### src/rtl/core/dvru_pkg.sv
// ----------------------------------------------------------------------------
// Distance-vector route update package
// Shared types, field widths, command, status and register codes.
// ----------------------------------------------------------------------------
`default_nettype none

package dvru_pkg;

    localparam int ADDR_W     = 32;
    localparam int COST_W     = 8;
    localparam int CMD_W      = 2;
    localparam int RIDX_W     = 6;
    localparam int OIDX_W     = 6;
    localparam int OCNT_W     = 7;
    localparam int OWN_CNT_W  = 3;
    localparam int OWN_IP_NUM = 4;
    localparam int CFG_ADDR_W = 3;

    localparam int IN_TDATA_W  = 144;
    localparam int OUT_TDATA_W = 120;
    localparam int OUT_TUSER_W = 3;

    localparam logic [COST_W-1:0] COST_MAX = 8'hFF;

    // Commands carried in the input tuser.
    localparam logic [CMD_W-1:0] CMD_MERGE = 2'd0;
    localparam logic [CMD_W-1:0] CMD_LOCAL = 2'd1;
    localparam logic [CMD_W-1:0] CMD_READ  = 2'd2;

    // Configuration register indexes.
    localparam logic [CFG_ADDR_W-1:0] CFG_OWN_IP_0     = 3'd0;
    localparam logic [CFG_ADDR_W-1:0] CFG_OWN_IP_1     = 3'd1;
    localparam logic [CFG_ADDR_W-1:0] CFG_OWN_IP_2     = 3'd2;
    localparam logic [CFG_ADDR_W-1:0] CFG_OWN_IP_3     = 3'd3;
    localparam logic [CFG_ADDR_W-1:0] CFG_OWN_IP_COUNT = 3'd4;

    typedef enum logic [2:0] {
        ST_INSERTED   = 3'd0,
        ST_UPDATED    = 3'd1,
        ST_UNCHANGED  = 3'd2,
        ST_LOOP       = 3'd3,
        ST_FULL       = 3'd4,
        ST_READ_OK    = 3'd5,
        ST_READ_EMPTY = 3'd6
    } status_t;

    typedef struct packed {
        logic [ADDR_W-1:0] dest;
        logic [ADDR_W-1:0] hop;
        logic [ADDR_W-1:0] iface;
        logic [COST_W-1:0] cost;
    } route_t;

    typedef logic [OWN_IP_NUM-1:0][ADDR_W-1:0] own_ip_t;

endpackage

`default_nettype wire

### src/rtl/core/dvru_ctrl.sv
// ----------------------------------------------------------------------------
// Route update sequencer
// Scans the table for a destination, decides the update and writes it back.
// ----------------------------------------------------------------------------
`default_nettype none

module dvru_ctrl #(
    parameter int TABLE_DEPTH = 64
) (
    input  wire                                   clk,
    input  wire                                   rst_n,
    input  wire                                   s_axis_tvalid,
    output logic                                  s_axis_tready,
    input  wire [dvru_pkg::IN_TDATA_W-1:0]        s_axis_tdata,
    input  wire [dvru_pkg::CMD_W-1:0]             s_axis_tuser,
    output logic                                  m_axis_tvalid,
    input  wire                                   m_axis_tready,
    output logic [dvru_pkg::OUT_TDATA_W-1:0]      m_axis_tdata,
    output logic [dvru_pkg::OUT_TUSER_W-1:0]      m_axis_tuser,
    input  wire dvru_pkg::own_ip_t                own_ip,
    input  wire [dvru_pkg::OWN_CNT_W-1:0]         own_ip_count,
    output logic                                  rd_en,
    output logic [$clog2(TABLE_DEPTH)-1:0]        rd_addr,
    input  wire dvru_pkg::route_t                 rd_data,
    output logic                                  wr_en,
    output logic [$clog2(TABLE_DEPTH)-1:0]        wr_addr,
    output dvru_pkg::route_t                      wr_data
);
    import dvru_pkg::*;

    localparam int IDX_W = $clog2(TABLE_DEPTH);
    localparam int CNT_W = $clog2(TABLE_DEPTH + 1);

    typedef enum logic [3:0] {
        S_IDLE   = 4'b0001,
        S_SCAN   = 4'b0010,
        S_RD     = 4'b0100,
        S_FINISH = 4'b1000
    } state_t;

    state_t state_reg, state_next;

    logic [CMD_W-1:0]  cmd_reg;
    logic [ADDR_W-1:0] dest_reg;
    logic [COST_W-1:0] cost_reg;
    logic [ADDR_W-1:0] advhop_reg;
    logic [ADDR_W-1:0] nbr_reg;
    logic [ADDR_W-1:0] rif_reg;
    logic [RIDX_W-1:0] ridx_reg;

    logic [CNT_W-1:0]  used_reg;
    logic [CNT_W-1:0]  issue_reg;
    logic              pend_reg;
    logic [IDX_W-1:0]  pend_idx_reg;
    logic              found_reg;
    logic [IDX_W-1:0]  hit_idx_reg;

    logic                   out_valid_reg;
    logic [OUT_TDATA_W-1:0] out_tdata_reg;
    logic [OUT_TUSER_W-1:0] out_tuser_reg;

    logic              in_fire;
    logic [CMD_W-1:0]  in_cmd;
    logic [COST_W-1:0] in_cost;
    logic [COST_W-1:0] in_cost_eff;

    logic              match;
    logic              scan_done;
    logic              out_free;
    logic              fin_fire;

    logic [OWN_CNT_W-1:0] own_cnt_clamp;
    logic                 own_hit;
    logic                 read_ok;
    logic                 cheaper;
    logic                 table_full;
    route_t               new_rec;

    status_t          fin_status;
    logic [OIDX_W-1:0] fin_idx;
    route_t           fin_rec;
    logic             fin_we;
    logic [IDX_W-1:0] fin_waddr;
    logic             fin_inc;
    logic [CNT_W-1:0] used_next;

    assign s_axis_tready = (state_reg == S_IDLE);
    assign in_fire       = s_axis_tvalid && s_axis_tready;
    assign in_cmd        = s_axis_tuser;
    assign in_cost       = s_axis_tdata[39:32];
    // A merged cost is one hop more than advertised, held at the maximum.
    assign in_cost_eff   = (in_cmd != CMD_MERGE) ? in_cost :
                           (in_cost == COST_MAX) ? COST_MAX : in_cost + 8'd1;

    assign match     = (state_reg == S_SCAN) && pend_reg && (rd_data.dest == dest_reg);
    assign scan_done = (issue_reg == used_reg) && !match;

    // Reads stop on a hit so that the read register keeps the matched route.
    assign rd_en   = ((state_reg == S_SCAN) && (issue_reg != used_reg) && !match)
                     || (state_reg == S_RD);
    assign rd_addr = (state_reg == S_RD) ? IDX_W'(ridx_reg) : issue_reg[IDX_W-1:0];

    assign out_free = !out_valid_reg || m_axis_tready;
    assign fin_fire = (state_reg == S_FINISH) && out_free;

    assign own_cnt_clamp = (own_ip_count > OWN_CNT_W'(OWN_IP_NUM)) ?
                           OWN_CNT_W'(OWN_IP_NUM) : own_ip_count;

    always_comb
    begin
        own_hit = 1'b0;
        for (int i = 0; i < OWN_IP_NUM; i++)
        begin
            if ((OWN_CNT_W'(i) < own_cnt_clamp) && (own_ip[i] == advhop_reg))
            begin
                own_hit = 1'b1;
            end
        end
    end

    assign read_ok    = 32'(ridx_reg) < 32'(used_reg);
    assign cheaper    = cost_reg < rd_data.cost;
    assign table_full = used_reg >= CNT_W'(TABLE_DEPTH);
    assign new_rec    = '{dest: dest_reg, hop: nbr_reg, iface: rif_reg, cost: cost_reg};

    always_comb
    begin
        fin_status = ST_UNCHANGED;
        fin_idx    = '0;
        fin_rec    = '0;
        fin_we     = 1'b0;
        fin_waddr  = hit_idx_reg;
        fin_inc    = 1'b0;
        case (cmd_reg) inside
            CMD_READ:
            begin
                fin_idx = ridx_reg;
                if (read_ok)
                begin
                    fin_status = ST_READ_OK;
                    fin_rec    = rd_data;
                end
                else
                begin
                    fin_status = ST_READ_EMPTY;
                end
            end
            CMD_MERGE, CMD_LOCAL:
            begin
                if (found_reg)
                begin
                    fin_idx = OIDX_W'(hit_idx_reg);
                    if ((cmd_reg == CMD_LOCAL) || (cheaper && !own_hit))
                    begin
                        fin_status = ST_UPDATED;
                        fin_rec    = new_rec;
                        fin_we     = 1'b1;
                    end
                    else
                    begin
                        fin_status = cheaper ? ST_LOOP : ST_UNCHANGED;
                        fin_rec    = rd_data;
                    end
                end
                else if (table_full)
                begin
                    fin_status = ST_FULL;
                end
                else
                begin
                    fin_status = ST_INSERTED;
                    fin_idx    = OIDX_W'(used_reg);
                    fin_rec    = new_rec;
                    fin_we     = 1'b1;
                    fin_waddr  = used_reg[IDX_W-1:0];
                    fin_inc    = 1'b1;
                end
            end
            default:
            begin
                fin_status = ST_UNCHANGED;
            end
        endcase
    end

    assign used_next = used_reg + CNT_W'(fin_inc);

    assign wr_en   = fin_fire && fin_we;
    assign wr_addr = fin_waddr;
    assign wr_data = fin_rec;

    always_comb
    begin
        state_next = state_reg;
        unique case (state_reg)
            S_IDLE:
            begin
                if (in_fire)
                begin
                    if (in_cmd == CMD_READ)
                    begin
                        state_next = S_RD;
                    end
                    else if ((in_cmd == CMD_MERGE) || (in_cmd == CMD_LOCAL))
                    begin
                        state_next = S_SCAN;
                    end
                    else
                    begin
                        state_next = S_FINISH;
                    end
                end
            end
            S_SCAN:
            begin
                if (match || scan_done)
                begin
                    state_next = S_FINISH;
                end
            end
            S_RD:
            begin
                state_next = S_FINISH;
            end
            S_FINISH:
            begin
                if (out_free)
                begin
                    state_next = S_IDLE;
                end
            end
            default:
            begin
                state_next = S_IDLE;
            end
        endcase
    end

    always_ff @(posedge clk or negedge rst_n)
    begin
        if (!rst_n)
        begin
            state_reg     <= S_IDLE;
            used_reg      <= '0;
            issue_reg     <= '0;
            pend_reg      <= 1'b0;
            found_reg     <= 1'b0;
            out_valid_reg <= 1'b0;
        end
        else
        begin
            state_reg <= state_next;
            if (in_fire)
            begin
                issue_reg <= '0;
                pend_reg  <= 1'b0;
                found_reg <= 1'b0;
            end
            else if (state_reg == S_SCAN)
            begin
                pend_reg <= rd_en;
                if (rd_en)
                begin
                    issue_reg <= issue_reg + CNT_W'(1);
                end
                if (match)
                begin
                    found_reg <= 1'b1;
                end
            end
            if (fin_fire)
            begin
                used_reg      <= used_next;
                out_valid_reg <= 1'b1;
            end
            else if (m_axis_tready)
            begin
                out_valid_reg <= 1'b0;
            end
        end
    end

    always_ff @(posedge clk)
    begin
        if (in_fire)
        begin
            cmd_reg    <= in_cmd;
            dest_reg   <= s_axis_tdata[31:0];
            cost_reg   <= in_cost_eff;
            advhop_reg <= s_axis_tdata[71:40];
            nbr_reg    <= s_axis_tdata[103:72];
            rif_reg    <= s_axis_tdata[135:104];
            ridx_reg   <= s_axis_tdata[141:136];
        end
        if (rd_en)
        begin
            pend_idx_reg <= issue_reg[IDX_W-1:0];
        end
        if (match)
        begin
            hit_idx_reg <= pend_idx_reg;
        end
        if (fin_fire)
        begin
            out_tdata_reg <= {3'b000, OCNT_W'(used_next), fin_rec.cost, fin_rec.iface,
                              fin_rec.hop, fin_rec.dest, fin_idx};
            out_tuser_reg <= fin_status;
        end
    end

    assign m_axis_tvalid = out_valid_reg;
    assign m_axis_tdata  = out_tdata_reg;
    assign m_axis_tuser  = out_tuser_reg;

endmodule

`default_nettype wire

### config.mk
export PLATFORM = sky130hd
export DESIGN_NAME = dvru_ctrl
export DESIGN_NICKNAME = d
export VERILOG_FILES = /design/src/rtl/core/dvru_pkg.sv /design/src/rtl/core/dvru_ctrl.sv
export SDC_FILE = /design/constraint.sdc
export NUM_CORES = 1
export LEC_CHECK = 0
export BUFFER_PORTS_ARGS = -buffer_cell sky130_fd_sc_hd__clkbuf_2
export CAP_MARGIN = 10
export CORE_AREA = 2 2 244 246
export CTS_CLUSTER_SIZE = 8
export DETAILED_ROUTE_END_ITERATION = 8
export DIE_AREA = 0 0 246 248
export GPL_ROUTABILITY_DRIVEN = 0
export PLACE_DENSITY_LB_ADDON = 0.3
export SYNTH_ARGS = -nofsm -noshare
export SYNTH_HDL_FRONTEND = slang
export SYNTH_SLANG_ARGS = --single-unit
### constraint.sdc
create_clock -name clk -period 18.27 [get_ports clk]
set_input_delay 5.481 -clock clk [delete_from_list [all_inputs] [get_ports clk]]
set_output_delay 5.481 -clock clk [all_outputs]
set_load 0.005 [all_outputs]
=== After elaboration in Yosys (flattened, before gate mapping) ===
Cells that the tools add are included.

* Input port bits: 385
* Output and inout port bits: 243
* Logic and storage cells: 132
* Bits in registers: 297

* Reductions and logical operators: 32
* Add/sub/neg operators: 3
* Equal/unequal tests: 19
* Multiplexer cells: 53
* Order comparisons: 8

{| class="wikitable"
|+ Operators with widths
! cell !! number
|-
| two-way mux 104 bit || 6
|-
| equality test 32 bit || 5
|-
| two-way mux 6 bit || 9
|-
| two-way mux 7 bit || 3
|-
| two-way mux 1 bit || 20
|-
| two-way mux 4 bit || 5
|-
| two-way mux 8 bit || 2
|-
| case mux 4 bit (4 select lines) || 1
|-
| two-way mux 3 bit || 5
|-
| logical AND 1 bit || 13
|-
| nonzero test 2 bit || 5
|-
| adder 8 x 1 -> 8 bit (second input constant) || 1
|-
| equality test 8 bit (second input constant) || 1
|-
| < comparator 8 bit || 1
|-
| adder 7 x 1 -> 7 bit || 1
|-
| adder 7 x 1 -> 7 bit (second input constant) || 1
|-
| equality test 7 bit || 1
|-
| greater-or-equal comparator 7 bit (second input constant) || 1
|-
| < comparator 6 x 7 -> 1 bit || 1
|-
| inequality test 7 bit || 1
|-
| < comparator 1 x 3 -> 1 bit (first input constant) || 2
|-
| < comparator 2 x 3 -> 1 bit (first input constant) || 2
|-
| logical OR 1 bit || 5
|-
| equality test 2 x 1 -> 1 bit (second input constant) || 2
|-
| 14 further kinds || 21
|}

=== Depth between registers and ports, before layout ===
Gate-level depths: netlist (run 1).

* Depth after elaboration: 16
* Depth in mapped cells: 11
* Mapped depth without buffers: 9

=== Worst setup path after synthesis (run 1) ===
No wires, ideal clock.

* Path type: input-to-output
* Start point: input port m_axis_tready
* End point: output port wr_en
* Stages: 3
* Arrival time: 11.463 ns
* Path slack: 1.326 ns
* Buffers on the path: 0
* Required time: 12.789 ns
* Cells stage by stage: nor2b_1 nor2_1 and3_1

* Word-level cells in the longest chain between the ends: 3

{| class="wikitable"
|+ RTL lines
! element !! RTL line !! text
|-
| start, declared || dvru_ctrl.sv:17 || <nowiki>input wire m_axis_tready,</nowiki>
|-
| logical OR 1 bit || dvru_ctrl.sv:103 || <nowiki>assign out_free = !out_valid_reg || m_axis_tready;</nowiki>
|-
| logical AND 1 bit || dvru_ctrl.sv:104 || <nowiki>assign fin_fire = (state_reg == S_FINISH) && out_free;</nowiki>
|-
| via fin_fire || dvru_ctrl.sv:70 || <nowiki>logic fin_fire;</nowiki>
|-
| logical AND 1 bit || dvru_ctrl.sv:188 || <nowiki>assign wr_en = fin_fire && fin_we;</nowiki>
|-
| end, declared || dvru_ctrl.sv:25 || <nowiki>output logic wr_en,</nowiki>
|}

The timed path passes the listed nets, and every way through them passes these cells.

==> summary.md, run 1 <==
| Metric | Value |
|---|---|
| Crit path DAT | `9060 ps` |
| Starting Density | `0.290` |
| R2R cell count | `9` |
| H-tree depth | `2` |
| 1st-pass router iterations | `7` |
| Pwr/cell area | `102 nW/um^2` |
| CP max stage delay | `660 ps` |
| Internal power | `1550 uW` |
| Hold Path Stages | `0` |
| Synth Instances | `1,389` |
| # fillers | `5,797` |
| P_sw | `673 uW` |
| Core area | `58,500 sq um` |
| M1 GR Usage | `0.242` |
| RSZ-0062 raised after global routing | `no` |
| Post-synthesis sequential area ratio | `0.520` |
| Post-synth EDFFs | `276` |
| Sequential power share | `0.439` |
| Syn Std Cell Area | `17,000 sq um` |
| GR Util met3 | `0.0408` |
| Comb power frac | `0.224` |
| Slew headroom | `0.269` |
| Top FF cell, synth | `edfxtp_1` |
| Vias in the first global route | `14,500` |
| Global-route wire length before repair | `91,700 um` |
| Worst R2R Setup Slack | `14,040 ps` |
| CP max FO | `53` |
| Cell row count | `89` |
| Most used routing layer in global routing | `met2` |
| Largest net degree at the start of global routing | `116` |
| Non-filler cells, final | `2,738` |
| Required @ worst endpoint | `12,790 ps` |
| Setup ws final | `3730 ps` |
| Outcome | `finished, final reports clean` |
| P_leak | `0.00870 uW` |
| Synth cell types | `51` |
| Clk pwr share | `0.337` |
| Total die area | `61,000 sq um` |
| DRC Markers | `0` |
| WS Path Type | `primary input to primary output` |
| Die span in x | `246 um` |
| Fmax | `68.8 MHz` |
| Critical path depth | `11` |
| Postcts setup bufs | `0` |
| Ports | `628` |
| Number of max-slew violations in the final report | `0` |
| Skew final | `20.1 ps` |
| Initial DRC count | `971` |
| Startpoint types | `primary input` |
| Yosys warning count | `0` |
| GRT Util Overall | `0.198` |
| DP HPWL | `44,800 um` |
| Worst VDD drop | `73.2 uV` |
| Initial antenna violation count | `5` |
| CTS tree | `done` |
| Post-route ant nets | `0` |
| CP Cell Sequence | `clkbuf_2 -> xnor2_1 -> nand4_1 -> nor4_1 -> nand3_4 -> nand4_1 -> o31ai_4 -> buf_4 -> buf_4 -> a21bo_2 -> clkbuf_2` |
| Clock slew at reported path FFs | `50 ps` |
| Area grow syn2layout | `29.0%` |
| Max reg flops | `117` |
| Final Hold Viols | `0` |
| Most common cell after layout, fill and taps aside | `clkbuf_2` |
| Via density | `5.34` |
| Crit path max-delay family | `simple AND/OR/NAND/NOR gates` |
| CTS max path bufs | `3` |
| Slew @ Worst Pin | `1100 ps` |
| Clk Latency, worst-skew pair | `560 ps` |
| Pre-CTS setup slack | `3520 ps` |
| Sw Share | `0.303` |
| Final TNS setup | `0 ps` |
| Die Y | `248 um` |
| Design Power | `2220 uW` |
| # hold bufs at CTS | `0` |
| Total congestion overflow | `0` |
| Root Driver | `clkbuf_16` |
| Critical path's slowest cell | `nor4_1` |
| Final min period | `14,540 ps` |
| Setup Viol. Count Final | `0` |
| CP Capture Type | `primary output` |
| Hold Path Class | `flip-flop to flip-flop` |
| Post-CTS resize count | `0` |
| Routed WL | `63,300 um` |
| Final Util | `0.374` |
| Port bufs | `622` |
| Layout cells sized above 1 | `0.385` |
| Drt wl/cell | `23.1 um` |
| Commonest cells after routing, fill and taps aside | `clkbuf_2, edfxtp_1, a41oi_1` |
| Clk sinks | `297` |
| CTS Buf Count | `43` |
| Syn Area/Cell | `12.2 sq um` |
| Inst Count DP | `2,671` |
| Via count | `14,600` |
| Async SR Flop Fraction | `0.0707` |
| Flops & latches, synth | `297` |
| Max Cap Viol | `0` |
| WP buf/inv | `4` |
| Nets | `2,344` |
| Final worst-path cycle share | `0.796` |
| M2 GR Usage | `0.349` |
==> power by group through the flow <==
| stage | clock network [uW] | logic, uW | registers [uW] |
|---|---|---|---|
| floorplan | 0 | 288 | 979 |
| global placement | 0 | 498 | 987 |
| detailed placement | 0 | 506 | 990 |
| CTS | 774 | 508 | 977 |
| global route | 797 | 545 | 989 |
| finish | 749 | 499 | 976 |
==> layout make-up <==
type	count	area, sq um	share of cell area
well taps	773	967	0.0442
clock buffers	64	1220	0.0556
repair buffers	643	3270	0.149
diodes	3	7.51	0.000343
flip-flops and latches	297	8810	0.403
inverters	23	91.3	0.00417
multi-input cells	935	7510	0.343
==> routing by layer <==
| layer | up-vias | wire (um) | part of all wire |
|---|---|---|---|
| li1 | 6623 | - | - |
| met1 | 7303 | 25200 | 0.40 |
| met2 | 599 | 32300 | 0.51 |
| met3 | 87 | 4240 | 0.067 |
| met4 | 4 | 1530 | 0.024 |
| met5 | - | 24 | 0.00038 |
==> metrics by stage <==
stage	hold WS [ps]	area, sq um
after floorplan	400	17000
after global placement	402	20700
after detailed placement	407	20700
after CTS	416	21900
after global routing	429	21900
final	418	21900
==> Yosys cell counts, drive strengths merged, types with 25 or more instances <==
cell / n / share of area
a21bo: 104 / 0.061
nand4: 27 / 0.010
nand3b: 98 / 0.043
a221oi: 104 / 0.054
nor3b: 98 / 0.043
xor2: 81 / 0.042
clkbuf: 111 / 0.025
xnor2: 99 / 0.051
a41oi: 105 / 0.054
buf: 25 / 0.013
nand2: 39 / 0.0086
edfxtp: 276 / 0.49
==> kinds of logic (layout without fill, tap and decap cells) <==
logic type	Yosys count	in the layout	synth area share
compound gates	361	361	0.188
xor+xnor	180	180	0.0929
fa+ha+maj	16	16	0.0118
buf+inv	159	730	0.0423
flops	297	297	0.520
mux	9	9	0.00583
other cells	1	6	0.000221
simple gates	366	366	0.140
==> worst paths after layout <==
| path | start | endpoint |
|---|---|---|
| max | own_ip[111] | wr_data[6] |
| min | pend_idx_reg[5]$_DFFE_PP_ | hit_idx_reg[5]$_DFFE_PP_ |
| max reg2reg | advhop_reg[23]$_DFFE_PP_ | m_axis_tdata[89]$_DFFE_PP_ |
| min reg2reg | pend_idx_reg[5]$_DFFE_PP_ | hit_idx_reg[5]$_DFFE_PP_ |
| max in group asynchronous | rst_n | used_reg[2]$_DFFE_PN0P_ |
| min in group asynchronous | rst_n | used_reg[4]$_DFFE_PN0P_ |
No activity file was read; power rests on OpenSTA's default activity.
==> inputs of run 2 (changes only) <==
Settings changed: ABC_AREA from default to 1, CORE_AREA 2 2 244 246 to 2 2 245 247, DIE_AREA 0 0 246 248 to 0 0 247 249.
Clock period 18.27 ns to 12.9 ns, I/O delays scaled along.
==> run 2 against run 1 <==
  * Combinational power grew to 2.7 times the previous value
  * Non-clock buffer count is 7 lower
  * Sequential cell count stayed put
  * Routed wire length rose by 3.0%
  * Clock-buffer cell count is the same
  * First-iteration DRC count up 18%
  * Worst setup slack lost 1800 ps
  * Synthesized cell count rose by 42%
  * Clock skew rose by 4.8 ps
  * Final cell count grew 23%
  * Via count rose by 9.4%
  * Core utilization shrank 0.71 points
  * Largest power group unchanged
==> summary.md, run 2 <==
| Metric | Value |
|---|---|
| CP max FO | `63 (+19%)` |
| Via density | `4.73 (-11%)` |
| Post-Synth XOR/XNOR Area | `0.0395 (-0.0534)` |
| Area grow syn2layout | `31.2%` |
| Routed WL | `65,200 um (+3.0%)` |
| Final min period | `11,000 ps` |
| Layout cells sized above 1 | `0.276 (-0.109)` |
| CP Cell Sequence | `clkbuf_2 -> inv_1 -> ha_1 -> a21boi_0 -> o211ai_1 -> nand2_1 -> a21oi_1 -> nand3_4 -> buf_4 -> nand2_4 -> buf_12 -> nand2_1 -> nand3_1 -> nand2_1 -> clkbuf_2` |
| Post-synth EDFFs | `276 (unchanged)` |
| Post-CTS resize count | `0 (unchanged)` |
| Total congestion overflow | `0 (unchanged)` |
| Worst path most repeated cell | `nand2_1` |
| Fmax | `90.9 MHz` |
| Initial DRC count | `1,148 (+18%)` |
| Pwr/cell area | `181 nW/um^2 (+78%)` |
| Min Hold Slack | `413 ps (-4.48 ps)` |
| Hold Path Class | `flip-flop to flip-flop` |
| Post-route ant nets | `0 (unchanged)` |
| Clk pwr share | `0.275 (-0.062)` |
| P_sw | `1490 uW (+120%)` |
| Crit path to | `wr_data[74]` |
| Post-synthesis mux area share | `0 (-0.00583)` |
| Top FF cell, synth | `edfxtp_1` |
| Non-filler cells, final | `3,376 (+23%)` |
| WS Path Type | `primary input to primary output` |
| Nets | `2,973 (+27%)` |
| Clock slew at reported path FFs | `50 ps (about the same)` |
| P_leak | `0.0107 uW (+23%)` |
| Clk Latency, worst-skew pair | `570 ps (about the same)` |
| Required @ worst endpoint | `9030 ps (-3760 ps)` |
| Pre-CTS setup slack | `1880 ps (-1650 ps)` |
| Skew final | `24.9 ps (+4.78 ps)` |
| CP max stage delay | `560 ps (-100 ps)` |
| CTS tree | `done` |
| Top area cells in the synthesized netlist | `edfxtp_1, nand2_1, nand3_1` |
| CTS max path bufs | `3 (unchanged)` |
| Outcome | `finished, final reports clean` |
| Root Driver | `clkbuf_16` |
| Critical path's slowest cell | `a21oi_1` |
| Setup Viol. Count Final | `0 (unchanged)` |
| Final worst-path cycle share | `0.853` |
| Most frequent cell after synthesis | `nand2_1` |
| Drt wl/cell | `19.3 um (-16%)` |
| GRT Util Overall | `0.205 (+0.00669)` |
| Slew @ Worst Pin | `1070 ps (-30.2 ps)` |
| Synth top area share | `0.505 (+0.0163)` |
| Reg-to-reg critical path startpoint | `advhop_reg[25]$_DFFE_PP_` |
| Slew headroom | `0.289 (+0.0201)` |
| Area leader, netlist | `edfxtp_1` |
| Initial antenna violation count | `7 (+2)` |
| Port bufs | `622 (unchanged)` |
| Core area | `58,700 sq um (+0.38%)` |
| DRC Markers | `0 (unchanged)` |
| Top post-synthesis cells by count | `nand2_1, inv_1, edfxtp_1` |
| Clk sinks | `297 (unchanged)` |
| Worst R2R End | `m_axis_tdata[8]$_DFFE_PP_` |
| Vias in the first global route | `15,600 (+7.2%)` |
| Sequential power share | `0.382 (-0.057)` |
| Simple-Gate Fraction of Synth Area | `0.238 (+0.0983)` |
| Commonest cells after routing, fill and taps aside | `clkbuf_2, nand2_1, inv_1` |
| H-tree depth | `2 (unchanged)` |
| Final Hold Viols | `0 (unchanged)` |
| Most common cell after layout, fill and taps aside | `clkbuf_2` |
| Synth Instances | `1,969 (+42%)` |
| Inst Count DP | `3,299 (+24%)` |
| DP HPWL | `48,800 um (+9.0%)` |
| Critical Path Source | `rd_data[1]` |
| Max Cap Viol | `0 (unchanged)` |
| Critical path depth | `15 (+4)` |
| Synth cell types | `38 (-25%)` |
| Worst VDD drop | `93.5 uV (+28%)` |
| R2R cell count | `15 (+6)` |
| CP Capture Type | `primary output` |
| Yosys warning count | `0 (unchanged)` |
| Crit path max-delay family | `simple AND/OR/NAND/NOR gates` |
| Starting Density | `0.280 (-0.0104)` |
| RSZ-0062 raised after global routing | `no` |
| Synth Area in Adders | `0.0122 (+0.000394)` |
| Via count | `16,000 (+9.4%)` |
| Die Y | `249 um (+0.40%)` |
| Die span in x | `247 um (+0.41%)` |
| Total die area | `61,500 sq um (+0.81%)` |
| Global-route wire length before repair | `95,600 um (+4.2%)` |
| Post-synthesis sequential area ratio | `0.537 (+0.0173)` |
| Max reg flops | `117 (unchanged)` |
| Largest family of logic cells by synthesized area | `simple AND/OR/NAND/NOR gates` |
| Worst R2R Setup Slack | `9180 ps (-4860 ps)` |
| Async SR Flop Fraction | `0.0707 (unchanged)` |
| Sw Share | `0.382 (+0.0792)` |
| Multi-input gate area | `6010 sq um (-20%)` |
| Largest net degree at the start of global routing | `134 (+16%)` |
| Crit path DAT | `7130 ps (-1930 ps)` |
| CTS Buf Count | `44 (+2.3%)` |
| FF+latch area | `8810 sq um (unchanged)` |
| # hold bufs at CTS | `0 (unchanged)` |
| # fillers | `6,043 (+4.2%)` |
| Cell row count | `89 (unchanged)` |
| Postcts setup bufs | `0 (unchanged)` |
| Ports | `628 (unchanged)` |
| WP buf/inv | `5 (+1)` |
| 1st-pass router iterations | `5 (-2)` |
| Syn Area/Cell | `8.34 sq um (-32%)` |
| Number of max-slew violations in the final report | `0 (unchanged)` |
| Startpoint types | `primary input` |
| Final TNS setup | `0 ps (unchanged)` |
| Internal power | `2420 uW (+56%)` |
| Flops & latches, synth | `297 (unchanged)` |
| Syn Std Cell Area | `16,400 sq um (-3.2%)` |
| Setup ws final | `1900 ps (-1840 ps)` |
| Synth Area in Compound Gates | `0.0719 (-0.116)` |
| Comb power frac | `0.343 (+0.119)` |
-- run 2: cell types whose count changed in the layout (fill, tap and decap cells not counted), sizes merged, moves of 22 or more --
cell,delta
nand3,+228
nor3b,-98
nand4,-22
xnor2,-65
inv,+314
xor2,-41
nand3b,-98
nand2,+426
nor2,+193
a41oi,-105
a221oi,-104
a21oi,+102
a21bo,-104
o21ai,+57
-- run 2: cell type report --
cell class	instances	share of cell area
clock buffers	64	0.0546
multi-input cells	1258	0.279
clock inverters	7	0.00290
repair buffers	636	0.151
inverters	335	0.0584
diodes	6	0.000697
well taps	773	0.0449
flip-flops and latches	297	0.409
-- run 2: worst min path at each step --
stage | from | to | depth (start not counted)
floorplan | pend_idx_reg[0]$_DFFE_PP_ | hit_idx_reg[0]$_DFFE_PP_ | 0
finish | pend_idx_reg[0]$_DFFE_PP_ | hit_idx_reg[0]$_DFFE_PP_ | 0
global route | pend_idx_reg[0]$_DFFE_PP_ | hit_idx_reg[0]$_DFFE_PP_ | 0
detailed placement | pend_idx_reg[0]$_DFFE_PP_ | hit_idx_reg[0]$_DFFE_PP_ | 0
CTS | pend_idx_reg[0]$_DFFE_PP_ | hit_idx_reg[0]$_DFFE_PP_ | 0
global placement | pend_idx_reg[3]$_DFFE_PP_ | hit_idx_reg[3]$_DFFE_PP_ | 0
-- run 2: cell families (layout without fill, tap and decap cells) --
family,after synthesis,in the layout
AND/OR/NAND/NOR,945,945
other,1,9
adder cells (fa/ha/maj),16,16
buffers and inverters,416,1042
XOR/XNOR,74,74
AO/OA/AOI/OAI,220,220
flip-flops,297,297
-- run 2: power groups by stage --
stage | logic (uW) | clock network (uW) | registers [uW]
floorplan | 779 | 0 | 1500
global placement | 1330 | 0 | 1500
detailed placement | 1350 | 0 | 1510
CTS | 1360 | 1110 | 1490
global route | 1490 | 1140 | 1520
finish | 1340 | 1070 | 1490
-- run 2: worst register-to-register path, cell delays in order, from the launching register on --
cell      delay [ps]
edfxtp_1         490
inv_2             60
o21ai_0          440
nor2_1           110
nand2_1           80
nor2_1            40
nand3_1          130
nor2_1            50
nor2_1           270
nand3_4           80
buf_4            330
nand2_4          560
buf_12           350
nand2_1          170
nand3_1           80
nand2_1          170
-- run 2: through the flow --
step                utilization  instance area [sq um]  power, uW
global route              0.367                  21500       4150
floorplan                     -                  16400       2280
global placement          0.346                  20300       2830
detailed placement        0.346                  20300       2860
CTS                       0.367                  21500       3960
finish                    0.367                  21500       3910
-- run 2: per-layer routing --
metal,GRT usage,up-vias,part of all wire
met5,0,-,0
li1,-,7597,-
met1,0.259,7502,0.40
met2,0.344,742,0.48
met3,0.0372,143,0.081
met4,0.0792,0,0.038
